[src/rtl/core/kfli_pkg.sv]
// shared constants and codes for the keyframe linear interpolator
package kfli_pkg;

	// payload widths
	localparam int TIME_W  = 16;
	localparam int VALUE_W = 16;
	localparam int FRAC_W  = 16;
	localparam int KIND_W  = 2;
	localparam int KIDX_W  = 6;
	localparam int COMP_W  = 3;
	localparam int DIMS_W  = 4;
	localparam int KCNT_W  = 7;

	// parameter defaults
	localparam int MAX_KEYS_DEF = 64;
	localparam int MAX_DIM_DEF  = 8;

	// request kinds
	localparam logic [KIND_W-1:0] KIND_TIME  = 2'd0;
	localparam logic [KIND_W-1:0] KIND_VALUE = 2'd1;
	localparam logic [KIND_W-1:0] KIND_QUERY = 2'd2;

	// register indexes (paddr bit 2)
	localparam logic REG_COMPONENTS = 1'b0;
	localparam logic REG_KEY_COUNT  = 1'b1;

	// apb
	localparam int APB_AW = 3;
	localparam int APB_DW = 32;

endpackage

[src/rtl/core/kfli_div.sv]
// serial restoring divider, one quotient bit per cycle, forms (dividend << 16) / divisor
module kfli_div (
	input  logic                       clk,
	input  logic                       arst_n,
	input  logic                       start,
	input  logic [kfli_pkg::TIME_W-1:0] dividend,
	input  logic [kfli_pkg::TIME_W-1:0] divisor,
	output logic                       done,
	output logic [kfli_pkg::FRAC_W-1:0] quotient
);
	import kfli_pkg::*;

	localparam int CNT_W = $clog2(FRAC_W);

	logic             run_q;
	logic             done_q;
	logic [CNT_W-1:0] cnt_q;
	logic [TIME_W-1:0] rem_q;
	logic [TIME_W-1:0] dvs_q;
	logic [FRAC_W-1:0] quo_q;

	logic [TIME_W:0]   rem2;
	logic              ge;
	logic [TIME_W-1:0] rem_nxt;

	// one trial subtract per step
	always_comb begin
		rem2    = {rem_q, 1'b0};
		ge      = rem2 >= {1'b0, dvs_q};
		rem_nxt = ge ? TIME_W'(rem2 - {1'b0, dvs_q}) : rem2[TIME_W-1:0];
	end

	// step counter and done pulse
	always_ff @(posedge clk or negedge arst_n) begin
		if (!arst_n) begin
			run_q  <= 1'b0;
			done_q <= 1'b0;
			cnt_q  <= '0;
		end else begin
			done_q <= 1'b0;
			if (start) begin
				run_q <= 1'b1;
				cnt_q <= '0;
			end else if (run_q) begin
				cnt_q <= cnt_q + CNT_W'(1);
				if (cnt_q == CNT_W'(FRAC_W - 1)) begin
					run_q  <= 1'b0;
					done_q <= 1'b1;
				end
			end
		end
	end

	// remainder and quotient shift
	always_ff @(posedge clk) begin
		if (start) begin
			rem_q <= dividend;
			dvs_q <= divisor;
		end else if (run_q) begin
			rem_q <= rem_nxt;
			quo_q <= {quo_q[FRAC_W-2:0], ge};
		end
	end

	assign done     = done_q;
	assign quotient = quo_q;

endmodule

[config.mk]
export PLATFORM = sky130hd
export DESIGN_NAME = kfli_div
export DESIGN_NICKNAME = d
export VERILOG_FILES = /design/src/rtl/core/kfli_pkg.sv /design/src/rtl/core/kfli_div.sv
export SDC_FILE = /design/constraint.sdc
export NUM_CORES = 1
export LEC_CHECK = 0
export ABC_AREA = 1
export BUFFER_PORTS_ARGS = -buffer_cell sky130_fd_sc_hd__buf_4
export CAP_MARGIN = 15
export CORE_MARGIN = 3
export CORE_UTILIZATION = 50
export DETAILED_ROUTE_END_ITERATION = 16
export PLACE_DENSITY_LB_ADDON = 0.15
export SYNTH_ARGS = -nofsm -noshare
export SYNTH_HDL_FRONTEND = slang
export SYNTH_SLANG_ARGS = --single-unit
[constraint.sdc]
create_clock -name clk -period 3.6 [get_ports clk]
set_clock_uncertainty 0.15 [all_clocks]
set_input_delay 0.36 -clock clk [delete_from_list [all_inputs] [get_ports clk]]
set_output_delay 0.36 -clock clk [all_outputs]
set_load 0.03 [all_outputs]
======== Yosys cells after proc, flatten, opt, wreduce, memory -nomap -nowiden ========
Index checks and enable logic that the tools add are counted.
word-level totals
  input port bits ......................... 35
  register bits ........................... 54
cells by class
  $lt $le $gt $ge ......................... 1
  equal/unequal tests ..................... 1
  bitwise operators ....................... 1
  add/sub/neg operators ................... 2
  reductions and logical operators ........ 2
  muxes and demuxes ....................... 11
operators by type and width
  kind                                          number
  two-way mux 16 bit                            3
  greater-or-equal comparator 17 x 16 -> 1 bit  1
  subtractor 16 bit                             1
  two-way mux 4 bit                             2
  two-way mux 1 bit                             6
  adder 4 x 1 -> 4 bit, second input constant   1
  == test 4 bit, second input constant          1
  AND reduction 2 bit                           1
  nonzero test 2 bit                            1
  NOT 1 bit                                     1

======== Logic depth before layout (Yosys ltp) ========
  depth in word-level cells ............... 4
  mapped depth ............................ 14
  gate-level depth less buffers ........... 14

======== Least setup slack after synthesis ========
No wires, ideal clock.
  path type ............................... register to register
  from .................................... register rem_q[0]
  to ...................................... register rem_q[2] (data pin)
  path buffers ............................ 1
  setup time .............................. 0.251 ns
  arrival time ............................ 1.618 ns
  slack ................................... 1.581 ns
  cell stages (with the launch flop) ...... 12
  cell sequence ........................... edfxtp_1 > ha_1 > ha_1 > nand2_1 > nor2_1 > nand3_1 > nor2_2 > nor2_4 > buf_6 > nand3b_1 > nand3_2 > nand2_2
between the ends
  word-level cells in the longest chain between the ends .. 4
  elaborated cells between the ends (all ways) .. 5
  those cells by class .................... 1 x add/sub; 1 x order compare; 3 x mux
RTL lines
  element                                                                                   line                            RTL
  start, declared                                                                           kfli_div.sv:18                  logic [TIME_W-1:0] rem_q;
  start signal, assigned                                                                    kfli_div.sv:57                  rem_q <= dividend;
  start signal, assigned                                                                    kfli_div.sv:60                  rem_q <= rem_nxt;
  subtractor 16 bit / greater-or-equal comparator 17 x 16 -> 1 bit (equally long branches)  kfli_div.sv:30, kfli_div.sv:29
  two-way mux 16 bit *                                                                      kfli_div.sv:30                  rem_nxt = ge ? TIME_W'(rem2 - {1'b0, dvs_q}) : rem2[TIME_W-1:0];
  two-way mux 16 bit *                                                                      kfli_div.sv:59                  end else if (run_q) begin
  two-way mux 16 bit *                                                                      kfli_div.sv:56                  if (start) begin
Every way passes the cells marked *; elsewhere a longest branch is shown, timed or not. The select of a mux whose other input is x is not followed.
A chain may end at the register's enable or synchronous reset.

======== Final worst setup path ========
  from .................................... register rem_q[0]
  to ...................................... register rem_q[0] (data pin)
between the ends
  word-level cells in the longest chain between the ends .. 4
RTL lines
  element                                       line            RTL
  greater-or-equal comparator 17 x 16 -> 1 bit  kfli_div.sv:29  ge = rem2 >= {1'b0, dvs_q};
  two-way mux 16 bit                            kfli_div.sv:30
  two-way mux 16 bit                            kfli_div.sv:59
  two-way mux 16 bit                            kfli_div.sv:56
Every way passes these cells. The select of a mux whose other input is x is not followed.

==> impl_metrics.yaml <==
critical_path:
  r2r-start: "rem_q[0]"
  crit_path_start_kind: "flop"
  crit_required_ns: 3.53
  critPathArrivalTime_ns: 2.41
  critical_path_peak_fanout: 17
  end_kind: "flop"
  r2r-end: "rem_q[0]"
  path_class: "reg2reg"
  rrSetupSlack_ns: 1.12
  reg2reg_depth: 10
yosys:
  synth.most_common_cell: "nand2_1"
  ys_types: 30
  synthTopCellsByCount: "nand2_1 (125), inv_1 (64), edfxtp_1 (48), nand3_1 (32), nand2_2 (20)"
  ys_async_sr_fraction_pct: 11.1
  synth_edf_count: 48
  synth_nets: 452
  synthesis.area_sq_mm: 0.00340
  synth_top_area_share_pct: 42.4
  ys.flop_type: "edfxtp_1"
  netlist.top_cell.by_area: "edfxtp_1"
  netlist_instances: 399
  synth.ff_latch_count: 54
  synth_area_per_cell_sq_um: 8.52
  synth_area_leaders: "edfxtp_1 (42%), nand2_1 (14%), inv_1 (7.1%)"
  synth_warnings: 0
  yosysSeqAreaShare_pct: 46.8
timing:
  worst_pin_slew_ns: 0.890
  setup_viol: 0
  max_freq_mhz: 403
  fin_hold_ws_ns: 0.0642
  post-route-period-util_pct: 69.0
  slew_viol_final: 0
  hold_viol_final: 0
  fin_crit_ns: 2.48
  relSlewSlack_pct: 40.6
  rsz0062_at_grt: "false"
  setup_tns_ns: 0
route:
  firstDrtPassIters: 5
  post-route-drc-count: 0
  wire_per_inst_microns: 13.4
  drt_wl_total_mm: 7.13
  drt_iter0_drc: 132
  vias: 2674
  vias_per_cell: 5.04
  ant_nets: 0
min_path:
  min_from: "divisor[3]"
  hold_path.class: "in2reg"
  holdPathEnd: "dvs_q[3]"
  holdPathStages: 1
die:
  initial_utilization_pct: 52.7
  die_w_microns: 88.5
  dieHeight_microns: 88.5
  coreArea_sq_mm: 0.00646
  ios: 52
  die_area_sq_mm: 0.00783
  rows: 29
run_status:
  status: "finished, final reports clean"
final_layout:
  drive_gt1_share_pct: 23.1
  diodes: 0
  nNetsFinal: 506
  syn2layout_area_growth_pct: 15.9
  n_fill_cell: 596
grt:
  grt_pass1_wl_mm: 11.9
  antenna_found_initial: 0
  grt_pass1_vias: 2604
  grt_usage_pct: 19.5
  grt_max_degree: 37
  grt_overflow: 0
placed_design:
  place_congestion: 0.957
  dpl.hpwl_mm: 5.33
  io_buffers: 51
clock_network:
  path_clk_slew_ns: 0.11
  clock_latency_ns: 0.31
  cts_tree: "built"
  numCtsBuffers: 5
  cts_buffer_depth: 2
  clock-sinks: 54
  cts_root_buffer: "clkbuf_8"
  cts_max_level: 2
pwr:
  irDropWorstVdd_mv: 0.297
  p_leak_nw: 2.00
  power.density_mw_per_mm2: 674
job:
  maxCapViolCount: 0
worst max-delay path, stage by stage, from the launching register on:
cell and delay, ns:
edfxtp_1 0.41, ha_1 0.36, ha_1 0.21, nand2_1 0.06
nor2_1 0.04, nand3_1 0.09, nor2_2 0.05, nor2_4 0.40
nand2_4 0.26, nand3_1 0.13, nand2_1 0.07
routing by layer:
layer | wire, microns | vias up | GRT usage (%) | part of all wire, %
met5 | 0 | - | 0 | 0
met4 | 59 | 0 | 4.67 | 0.83
met3 | 276 | 7 | 3.26 | 3.9
met2 | 3430 | 58 | 32.2 | 48
met1 | 3360 | 1227 | 26.9 | 47
li1 | - | 1382 | - | -
placed cells by master (no fill, tap or decap), types with 2 or more instances in the layout:
cell / count
nand2_1: 125
inv_1: 64
buf_4: 53
edfxtp_1: 48
nand3_1: 32
nand2_2: 20
ha_1: 17
nor2_1: 15
nand3b_1: 11
nand3_2: 10
a21oi_1: 8
nand4_1: 7
dfrtp_1: 6
nor2_2: 5
clkbuf_8: 5
inv_2: 4
nor3_1: 4
xnor2_1: 4
nor2_4: 2
nand2_4: 2
xor2_1: 2
clkinv_4: 2
through the flow:
stage / utilization [%] / cell area [sq um] / cells / power, mW / worst slack (ns)
2_1_floorplan: - / 3400 / 399 / 2.03 / 1.58
3_3_place_gp: 59.3 / 3830 / 522 / 2.27 / 1.19
3_5_place_dp: 59.3 / 3830 / 522 / 2.30 / 1.12
4_1_cts: 61.0 / 3940 / 531 / 2.67 / 1.10
5_1_grt: 61.0 / 3940 / 531 / 2.90 / 0.918
6_report: 61.0 / 3940 / 531 / 2.66 / 1.12
cell type report:
| type | instances | area [sq um] | area share, % |
|---|---|---|---|
| Clock buffer | 5 | 68.8 | 1.75 |
| Clock inverter | 3 | 28.8 | 0.730 |
| Inverter | 68 | 255 | 6.48 |
| Multi-Input combinational cell | 270 | 1490 | 37.9 |
| Sequential cell | 54 | 1590 | 40.4 |
| Tap cell | 77 | 96.3 | 2.45 |
| Timing Repair Buffer | 54 | 408 | 10.4 |
report_power, final:
group | total, mW | internal, mW | switching, mW
clock network | 0.359 | 0.145 | 0.214
registers | 0.891 | 0.829 | 0.0624
logic | 1.41 | 0.518 | 0.887
total | 2.66 | 1.49 | 1.16
state kept, by name, indices dropped and copies added, names as in the netlist:
signal    cells
dvs_q        16
quotient     16
rem_q        16
cnt_q         4
done          1
run_q         1
repair_timing:
action                                 in CTS  in global routing
hold buffers                                1                  0
buffers inserted                            0                  0
endpoints found under the hold margin       6                  0
gates resized for setup                     0                  0
kinds of logic (layout without fill, tap and decap cells):
kind of cell,count (synthesis),count (layout),share of synthesized area [%]
and+or+nand+nor,236,236,33.9
adders and majority gates,18,18,6.84
buffers and inverters,75,130,9.34
DFF,54,54,46.8
AOI/OAI and AO/OA,10,10,1.58
xor gates and xnor gates,6,6,1.55
worst max path at each step:
stage,start,endpoint,slack [ns]
global route,rem_q[0],rem_q[14],0.92
floorplan,rem_q[0],rem_q[2],1.58
CTS,rem_q[0],rem_q[0],1.10
detailed placement,rem_q[0],rem_q[0],1.12
finish,rem_q[0],rem_q[0],1.12
global placement,rem_q[5],rem_q[0],1.19
Note: power is estimated with default switching activity, not from simulation.
