--- src/rtl/core/kfli_ram.sv ---
// generic single write, single read ram with registered read data
module kfli_ram #(
	parameter int WIDTH = 16,
	parameter int DEPTH = 64
) (
	input  logic                     clk,
	input  logic                     we,
	input  logic [$clog2(DEPTH)-1:0] waddr,
	input  logic [WIDTH-1:0]         wdata,
	input  logic [$clog2(DEPTH)-1:0] raddr,
	output logic [WIDTH-1:0]         rdata
);

	logic [WIDTH-1:0] mem [DEPTH];
	logic [WIDTH-1:0] rdata_q;

	// write port
	always_ff @(posedge clk) begin
		if (we) begin
			mem[waddr] <= wdata;
		end
	end

	// registered read port
	always_ff @(posedge clk) begin
		rdata_q <= mem[raddr];
	end

	assign rdata = rdata_q;

endmodule

--- config.mk ---
export PLATFORM = sky130hd
export DESIGN_NAME = kfli_ram
export DESIGN_NICKNAME = d
export VERILOG_FILES = /design/src/rtl/core/kfli_ram.sv
export SDC_FILE = /design/constraint.sdc
export NUM_CORES = 1
export LEC_CHECK = 0
export BUFFER_PORTS_ARGS = -buffer_cell sky130_fd_sc_hd__buf_4
export CAP_MARGIN = 0
export CORE_UTILIZATION = 55
export DETAILED_ROUTE_END_ITERATION = 16
export PLACE_DENSITY = 0.77
export SLEW_MARGIN = 30
export SYNTH_ARGS = -nofsm -noshare
export SYNTH_HDL_FRONTEND = slang
export SYNTH_SLANG_ARGS = --single-unit
export TNS_END_PERCENT = 50
--- constraint.sdc ---
create_clock -name clk -period 2.7 [get_ports clk]
set_input_delay 0.135 -clock clk [delete_from_list [all_inputs] [get_ports clk]]
set_output_delay 0.135 -clock clk [all_outputs]
set_load 0.1 [all_outputs]
* After elaboration in Yosys (flattened, before gate mapping) *
Memories as Yosys holds them, arrays and structs flattened. A register that Yosys moved wholly into a read port is not among the register bits.
Cells that the tools add are included.

storage, ports and cells
  flip-flop bits (word level) = 0
  latch bits = 0
  RAM bits = 1,024
  bits in read-only memories = 0
  bits of input ports = 30
  output and inout port bits = 16
  word-level logic and storage cells = 3
  memories = 1

operators by class
  add/subtract/negate cells = 0
  multipliers = 0
  divide/modulo/power cells = 0
  magnitude comparators = 0
  equal/unequal tests = 0
  shifts and indexed selects = 0
  mux-type cells = 2
  bitwise logic cells = 0
  reductions and logical operators = 0

memories
  name  depth  width  read ports  clocked after Yosys merged registers in  write ports  line  RTL
  mem   64     16     1           1                                        1            14    logic [WIDTH-1:0] mem [DEPTH];

operators by type and width
  kind     number
  $mux W1  2

* Depth between registers and ports, before layout *
Gate-level depths: netlist of run 1.

  word-level depth = 2
  gate-level depth with buffers = 10
  gate-level depth less buffers = 5

* Worst setup path before layout of run 1 *
Ideal clock, no wire load.

  path kind = input to register
  from = in waddr[3]
  to = mem mem[48][0], enable pin
  library setup time = 409 ps
  data arrival time = 1,761 ps
  required time = 2,291 ps
  setup slack = 530 ps
  stages on the path = 4
  path buffers = 1
  cell sequence = clkbuf_1 > nor2b_1 > nand4b_1 > nor3_1

RTL lines
  element      line  RTL
  from (decl)  8     input logic [$clog2(DEPTH)-1:0] waddr,
  to (decl)    14

Straight into the memory's write port.

==> results.yml, run 1 <==
synthesis:
  synth-xor-area-share_pct: 0
  synth.top_cell.area_share_pct: 76.8
  ys_seq_elements: 1040
  synth.mux.area_fraction_pct: 15.5
  synthAdderAreaFrac_pct: 0
  yosysUniqueCellTypes: 43
  synth_area_leaders: "edfxtp_1 77%, mux4_2 12%, mux2i_1 2.1%"
  yosysSeqAreaShare_pct: 77.6
  synth_compound_area_share_pct: 2.41
  yosys_warnings: 0
  synthesis.instances: 1829
  syn-cell-area_um2: 40000
  yosys.area_share.simple_pct: 2.65
  synth_top_area_cell: "edfxtp_1"
  avgSynthCellArea_um2: 21.9
  synth_top_family_by_area: "multiplexers"
  synth_nets: 1859
finish:
  drive_above_1_share_pct: 27.8
  final_area_um2: 45400
  fin_nets: 2046
  area_growth_pct: 13.3
die:
  io_pins: 46
  rows: 98
  die_w_um: 272
  fp.dieH_um: 272
  fp.dieArea_um2: 73900
  core_area_um2: 71700
  initial_core_util_pct: 55.8
detailed_routing:
  ant_nets: 0
  drtPass1Iterations: 5
  drc_errors: 0
  vias: 19720
  finalWirelength_um: 93900
  via_per_inst: 6.45
  drt_iter0_drc: 2398
  wl_per_cell_um: 30.7
pwr:
  power.total_mw: 33.6
  ir_drop_mv: 0.678
  powerDensity_nw_per_um2: 740
  leakage_nw: 14.5
clocking:
  ctsResizeCount: 0
  clkSinkCount: 1040
  clock_latency_ns: 0.66
  clk_pin_slew_ns: 0.06
  cts_tree: "yes"
  hold_buffers: 1
  cts_buffers: 99
  root_buffer: "clkbuf_16"
  postCtsSetupRepairBufs: 0
  clockBufferDepth: 3
  htree_levels: 3
timing:
  max_freq_mhz: 485
  whs_ns: 0.0460
  setup_violations: 0
  period_share_pct: 76.3
  fin_ws_ns: 0.639
  max_slew_margin_pct: 43.7
  rsz0062_at_grt: "false"
  setup_tns_ns: 0
  hold_violations: 0
  tightestPinTransition_ns: 0.844
  worst_clock_skew_ns: 0.0211
  final_max_slew_viol_count: 0
  fin_crit_ns: 2.06
global_routing:
  grt_pass1_vias: 20030
  grt-ovfl-total: 0
  grt_pass1_wl_um: 137000
  grt_max_degree: 65
  grt_usage_pct: 25.8
  antenna_found_initial: 4
critical_path:
  critPathKind: "flop to flop"
  worstReg2RegStart: "mem[63][15]"
  cp.arrival_ns: 2.59
  critical-path-slowest-cell: "a221oi_1"
  worstSetupStartpoint: "mem[63][15]"
  crit_fanout: 1
  slowest_delay_ns: 0.56
  start_kind: "flop"
  worstPathCellList: "mux4_2 > mux2_2 > a221oi_1 > buf_4 > a311oi_1"
  required_ns: 3.23
  endpoint_kind: "flop"
placed_design:
  place_area_um2: 42100
  gp_congestion: 0.871
  dp.final_hpwl_um: 54600
  port-buffer-count: 45
  post-place-ws_ns: 0.168
outcome:
  status: "complete, no violations"
hold_path:
  hp-class: "primary input to flop"
  hold_start: "wdata[2]"
job:
  max_cap_viol_count: 0
layer usage:
metal	vias to the layer above	wire (µm)	GRT usage (%)
met2	1137	46100	41.4
met1	10329	35100	35.4
met4	6	3790	10.1
li1	8059	-	-
met5	-	37	0
met3	189	8820	5.10
placed cells by master (no fill, tap or decap), types with 8 or more instances in the layout:
| cell | n |
|---|---|
| a211o_1 | 8 |
| a211oi_1 | 8 |
| a21oi_1 | 17 |
| a221oi_1 | 16 |
| a22oi_1 | 39 |
| a311oi_1 | 8 |
| a31oi_1 | 8 |
| buf_12 | 14 |
| buf_4 | 172 |
| bufinv_16 | 8 |
| clkbuf_1 | 24 |
| clkbuf_16 | 101 |
| clkbuf_8 | 10 |
| clkinv_1 | 24 |
| clkinv_2 | 13 |
| dfxtp_1 | 16 |
| edfxtp_1 | 1024 |
| mux2_2 | 27 |
| mux2i_1 | 85 |
| mux4_2 | 220 |
| nand2_1 | 59 |
| nand3_1 | 24 |
| nand4_1 | 12 |
| nor2_1 | 72 |
| nor2b_1 | 29 |
final timing paths:
check / endpoint / slack (ns) / depth (start not counted)
max reg2reg: rdata[15] / 0.64 / 5
min reg2reg: rdata[3] / 0.89 / 4
max: rdata[15] / 0.64 / 5
min: mem[25][2] / 0.05 / 1
worst max-delay path, delay by kind of cell, from the launching register on:
kind | cells | cell delay [ns]
multiplexers | 2 | 0.76
flip-flops | 1 | 0.37
AO/OA/AOI/OAI | 2 | 0.60
buffers and inverters | 1 | 0.21
logic make-up after synthesis:
logic type | count (synthesis)
compound gates | 129
buf+inv | 104
flops | 1040
mux | 336
simple gates | 220
final cells by class:
cell class / instances / area [µm²]
tap: 950 / 1190
multi-input combinational: 685 / 8250
sequential: 1040 / 31100
timing repair buffer: 190 / 1620
fill: 4598 / 26400
clock buffer: 134 / 2740
clock inverter: 53 / 477
antenna: 4 / 10.0
synthesized netlist by cell type:
| master | n |
|---|---|
| nand2_1 | 59 |
| edfxtp_1 | 1024 |
| buf_12 | 5 |
| nor2_2 | 2 |
| mux2i_1 | 85 |
| nand4_1 | 12 |
| mux2_2 | 27 |
| dfxtp_1 | 16 |
| o21ai_1 | 3 |
| nor2_1 | 72 |
| nand3_1 | 24 |
| a221oi_1 | 16 |
| o21ai_0 | 5 |
| a31oi_1 | 8 |
| clkbuf_4 | 1 |
| a41oi_1 | 5 |
| nand2b_1 | 3 |
| a211o_1 | 8 |
| a211oi_1 | 8 |
| nor2b_1 | 30 |
| nand3b_1 | 2 |
| buf_1 | 3 |
| nand2_4 | 1 |
| a22o_1 | 6 |
| mux4_1 | 4 |
| or3_1 | 1 |
| a21oi_1 | 17 |
| and2_1 | 2 |
| nand4b_1 | 1 |
| a22oi_1 | 39 |
| buf_8 | 3 |
| a311oi_1 | 8 |
| clkbuf_2 | 2 |
| buf_4 | 13 |
| buf_6 | 17 |
| a221o_1 | 6 |
| mux4_2 | 220 |
| or3b_2 | 1 |
| and4_1 | 5 |
| buf_2 | 36 |
| clkbuf_1 | 24 |
| nor3_1 | 2 |
| nor4_2 | 3 |
sequential cells by signal (all words and copies together) (netlist names):
register,flops
mem,1024
rdata,16
where the power goes:
group | switching (mW) | internal [mW]
Clock | 5.77 | 7.89
Combinational | 1.29 | 0.670
Sequential | 0.0676 | 17.9
Total | 7.13 | 26.4
per-stage QoR:
stage	cells	util (%)
finish	3056	63.2
global route	3054	63.2
detailed placement	2864	58.7
global placement	2864	58.7
CTS	3052	63.2
floorplan	1829	-
Power figures use the tool's default switching activity.
==> run 2, diff against run 1 <==
==> constraint.sdc (replaced) <==
create_clock -name clk -period 2 [get_ports clk]
set_input_delay 0.1 -clock clk [delete_from_list [all_inputs] [get_ports clk]]
set_output_delay 0.1 -clock clk [all_outputs]
set_load 0.1 [all_outputs]
==> results.yml, run 2 (synthesized netlist as in run 1, its figures left out) <==
timing:
  period_share_pct: 97.9
  max_freq_mhz: 511
  max_slew_margin_pct: 46.2
  hold_violations: 0
  rsz0062_at_grt: "false"
  setup_violations: 0
  final_max_slew_viol_count: 0
  fin_crit_ns: 1.96
  worst_clock_skew_ns: 0.0218
  tightestPinTransition_ns: 0.806
  whs_ns: 0.00724
finish:
  fillers: 4549
  fin_util_pct: 64.2
  final_area_um2: 46100
  top_register: "mem"
  largest_reg_flops: 1024
  fin_nets: 2128
  fin_cells: 3127
  layout.cells.most_common_list: "1,024 x edfxtp_1, 234 x buf_4, 220 x mux4_2"
  final_common_cell: "edfxtp_1"
  multiInputGateArea_um2: 8260
  area_growth_pct: 15.1
  seqCellArea_um2: 31100
  drive_above_1_share_pct: 30.6
hold_path:
  min_path_cells: 1
  hold_start: "wdata[2]"
  min_to: "mem[22][2]"
  hp-class: "primary input to flop"
global_routing:
  grt_max_degree: 65
  grt_usage_pct: 25.6
  grt-ovfl-total: 0
  grt_pass1_wl_um: 136000
  antenna_found_initial: 4
  grt_pass1_vias: 20340
critical_path:
  cp.arrival_ns: 2.48
  crit_fanout: 1
  r2r_end: "rdata[1]"
  critPathKind: "flop to flop"
  path_buf_inv: 1
  critical-path-slowest-cell: "mux4_2"
  critPathTopFamily: "compound AO/OA/AOI/OAI gates"
  r2r_setup_slack_ns: 0.04
  worstPathCellList: "mux4_2 > nor2b_1 > a211o_1 > a31oi_2 > buf_4 > a311oi_1"
  r2r.worst_path.cells: 6
  endpoint_kind: "flop"
  start_kind: "flop"
  required_ns: 2.52
  worstReg2RegStart: "mem[10][1]"
  slowest_delay_ns: 0.47
job:
  max_cap_viol_count: 0
detailed_routing:
  via_per_inst: 6.34
  drtPass1Iterations: 5
  wl_per_cell_um: 29.5
  ant_nets: 0
  drc_errors: 0
  drt_iter0_drc: 2440
  vias: 19834
  finalWirelength_um: 92200
placed_design:
  dp.final_hpwl_um: 55200
  dp_cells: 2944
  place_area_um2: 42900
  port-buffer-count: 45
  gp_congestion: 0.869
pwr:
  leakage_nw: 14.9
  powerDensity_nw_per_um2: 975
  power.total_mw: 44.9
  ir_drop_mv: 0.786
clocking:
  clockBufferDepth: 3
  clkSinkCount: 1040
  htree_levels: 3
  cts_buffers: 100
  cts_tree: "yes"
  root_buffer: "clkbuf_16"
  clock_latency_ns: 0.65
  postCtsSetupRepairBufs: 0
  clk_pin_slew_ns: 0.06
die:
  initial_core_util_pct: 55.8
  fp.dieArea_um2: 73900
  rows: 98
  fp.dieH_um: 272
  core_area_um2: 71700
  die_w_um: 272
  io_pins: 46
outcome:
  status: "complete, no violations"
==> run 2: cell types whose count changed in the layout (fill, tap and decap cells not counted), moves of 2 or more <==
cell	previous run	this run
clkbuf_8	10	8
clkbuf_16	101	103
inv_6	4	2
diode_2	4	1
clkinv_2	13	20
clkinv_1	24	17
bufinv_16	8	4
buf_4	172	234
buf_12	14	32
==> run 2: repair_timing <==
action | 4_1_cts | 5_1_grt
gates resized for setup | 0 | 1
endpoints found under the setup margin | 0 | 1
hold endpoints to repair | 27 | 0
hold buffers | 2 | 0
==> run 2: worst max path at each step <==
stage,from,end,slack [ns],cells past startpoint
finish,mem[10][1],rdata[1],0.04,6
floorplan,waddr[5],mem[39][0],-0.06,4
CTS,mem[10][1],rdata[1],0.01,6
detailed placement,raddr[0],rdata[10],-0.31,8
global route,mem[10][1],rdata[1],0.0003,6
global placement,raddr[0],rdata[10],-0.28,8
==> run 2: stage by stage <==
stage / setup WS (ns) / setup TNS [ns]
floorplan: -0.0578 / -6.95
global placement: -0.276 / -2.46
detailed placement: -0.311 / -2.92
CTS: 0.0145 / 0
global route: 0.000266 / 0
finish: 0.0419 / 0
==> run 2: final cells by class <==
type,instances,area share [%]
diodes,1,0.00543
clock buffers,133,5.99
clock inverters,47,0.731
multi-input cells,685,17.9
flip-flops and latches,1040,67.4
well taps,950,2.58
repair buffers,271,5.33
==> run 2: power breakdown <==
part / internal [mW] / switching [mW] / total, mW / leakage (nW)
Clock: 10.2 / 7.73 / 17.9 / 1.53
Combinational: 1.03 / 1.75 / 2.78 / 4.07
Sequential: 24.1 / 0.0878 / 24.2 / 9.35
Total: 35.3 / 9.57 / 44.9 / 14.9
==> run 2: layer usage <==
metal | vias up | track usage [%] | share of wire, %
met5 | - | 0 | 0.029
met4 | 6 | 9.15 | 3.7
met3 | 197 | 5.02 | 9.0
met2 | 1012 | 42.1 | 50
met1 | 10407 | 34.4 | 38
li1 | 8212 | - | -
==> run 2: worst register-to-register path, cell delays in order, from the launching register on <==
cell      delay, ns
edfxtp_1       0.37
mux4_2         0.47
nor2b_1        0.16
a211o_1        0.36
a31oi_2        0.22
buf_4          0.19
a311oi_1       0.06
==> run 3, diff against run 2 <==
--- a/config.mk
+++ b/config.mk
@@ -7,6 +7,7 @@
 export LEC_CHECK = 0
 export BUFFER_PORTS_ARGS = -buffer_cell sky130_fd_sc_hd__buf_4
 export CAP_MARGIN = 0
+export CORE_ASPECT_RATIO = 1.75
 export CORE_UTILIZATION = 55
 export DETAILED_ROUTE_END_ITERATION = 16
 export PLACE_DENSITY = 0.77
==> results.yml, run 3 (synthesized netlist as in run 1, its figures left out) <==
outcome:
  status: "complete, no violations"
global_routing:
  grt_pass1_wl_um: 139000
  gr-usage-met1_pct: 32.1
  grt_pass1_vias: 20660
  grt-ovfl-total: 0
  grt_max_degree: 65
  grt_util_met3_pct: 3.96
  grt_busiest_layer: "met2"
  grt_usage_pct: 26.7
  antenna_found_initial: 3
  use_met2_pct: 45.4
detailed_routing:
  drt_iter0_drc: 2136
  via_per_inst: 6.45
  drc_errors: 0
  vias: 19872
  wl_per_cell_um: 31.3
  ant_nets: 0
  drtPass1Iterations: 5
  finalWirelength_um: 96600
placed_design:
  place_area_um2: 43000
  port-buffer-count: 45
  dp.final_hpwl_um: 60400
  post-place-ws_ns: -0.343
  gp_congestion: 0.892
critical_path:
  critPathKind: "flop to flop"
  cp.arrival_ns: 2.48
  critical-path-slowest-cell: "mux4_2"
  worstPathCellList: "mux4_2 > mux2i_2 > a22oi_1 > buf_4 > a31oi_4 > buf_4 > a311oi_1"
  r2r_setup_slack_ns: 0.02
  r2r.worst_path.cells: 7
  critPathTopFamily: "multiplexers"
  slowest_delay_ns: 0.50
  path_common_cell: "buf_4"
  endpoint_kind: "flop"
  path_buf_inv: 2
  required_ns: 2.50
  start_kind: "flop"
  cp.depth: 7
  crit_fanout: 1
clocking:
  clkSinkCount: 1040
  htree_levels: 3
  postCtsSetupRepairBufs: 0
  clock_latency_ns: 0.64
  cts_tree: "yes"
  root_buffer: "clkbuf_16"
  clockBufferDepth: 3
  cts_buffers: 83
  clk_pin_slew_ns: 0.07
timing:
  period_share_pct: 98.9
  final_max_slew_viol_count: 0
  setup_violations: 0
  tightestPinTransition_ns: 0.820
  whs_ns: 0.0261
  fin_crit_ns: 1.98
  max_slew_margin_pct: 45.3
  hold_violations: 0
  fin_ws_ns: 0.0223
  worst_clock_skew_ns: 0.0185
  max_freq_mhz: 506
die:
  fp.dieH_um: 359
  io_pins: 46
  die_w_um: 206
  core_area_um2: 71900
  rows: 130
  fp.dieArea_um2: 73900
  initial_core_util_pct: 55.7
finish:
  fin_nets: 2120
  area_growth_pct: 14.3
  top_register: "mem"
  fillers: 4527
  largest_reg_flops: 1024
  drive_above_1_share_pct: 31.1
  final_area_um2: 45800
  final_common_cell: "edfxtp_1"
  layout.cells.most_common_list: "1,024 x edfxtp_1, 243 x buf_4, 220 x mux4_2"
  diodes: 0
pwr:
  ir_drop_mv: 0.570
  power.total_mw: 43.5
  leakage_nw: 14.8
  powerDensity_nw_per_um2: 951
hold_path:
  hp-class: "primary input to flop"
  min_path_cells: 1
job:
  max_cap_viol_count: 0
-- run 3: path summary, 6_finish.rpt --
| path | start | to |
|---|---|---|
| worst min-delay path | wdata[0] | mem[58][0] |
| worst max register to register | mem[21][4] | rdata[4] |
| worst max-delay path | mem[21][4] | rdata[4] |
| worst min register to register | mem[56][14] | rdata[14] |
-- run 3: cell type report --
cell class / instances / area [µm²] / share of cell area (%)
clock buffers: 99 / 2180 / 4.76
clock inverters: 53 / 523 / 1.14
multi-input cells: 685 / 8330 / 18.2
flip-flops and latches: 1040 / 31100 / 67.9
well taps: 924 / 1160 / 2.53
repair buffers: 280 / 2520 / 5.52
-- run 3: per-layer routing --
layer	part of all wire, %	vias to the layer above
met1	33	10433
met4	6.4	4
met5	0.017	-
li1	-	8173
met2	53	1031
met3	7.6	231
-- run 3: power breakdown --
group | internal (mW) | switching (mW)
registers | 24.1 | 0.0783
clock network | 9.01 | 7.47
logic | 1.04 | 1.83
-- run 3: worst reg2reg max path, delay by kind of cell (launching register included) --
family | cells | cell delay (ns)
compound gates | 3 | 0.39
buf+inv | 2 | 0.38
flops | 1 | 0.37
mux | 2 | 0.70
-- run 3: metrics by stage --
step | utilization, % | setup TNS [ns] | cells
5_1_grt | 63.7 | -0.00234 | 3081
3_3_place_gp | 59.8 | -2.91 | 2927
6_report | 63.7 | 0 | 3081
2_1_floorplan | - | -6.95 | 1829
4_1_cts | 63.6 | 0 | 3081
3_5_place_dp | 59.8 | -3.99 | 2927
-- run 3: repair_timing --
item | 4_1_cts | 5_1_grt
pin swaps | 1 | 0
setup endpoints to repair | 4 | 5
hold endpoints to repair | 3 | 0
hold buffers | 2 | 0
gates resized for setup | 7 | 6
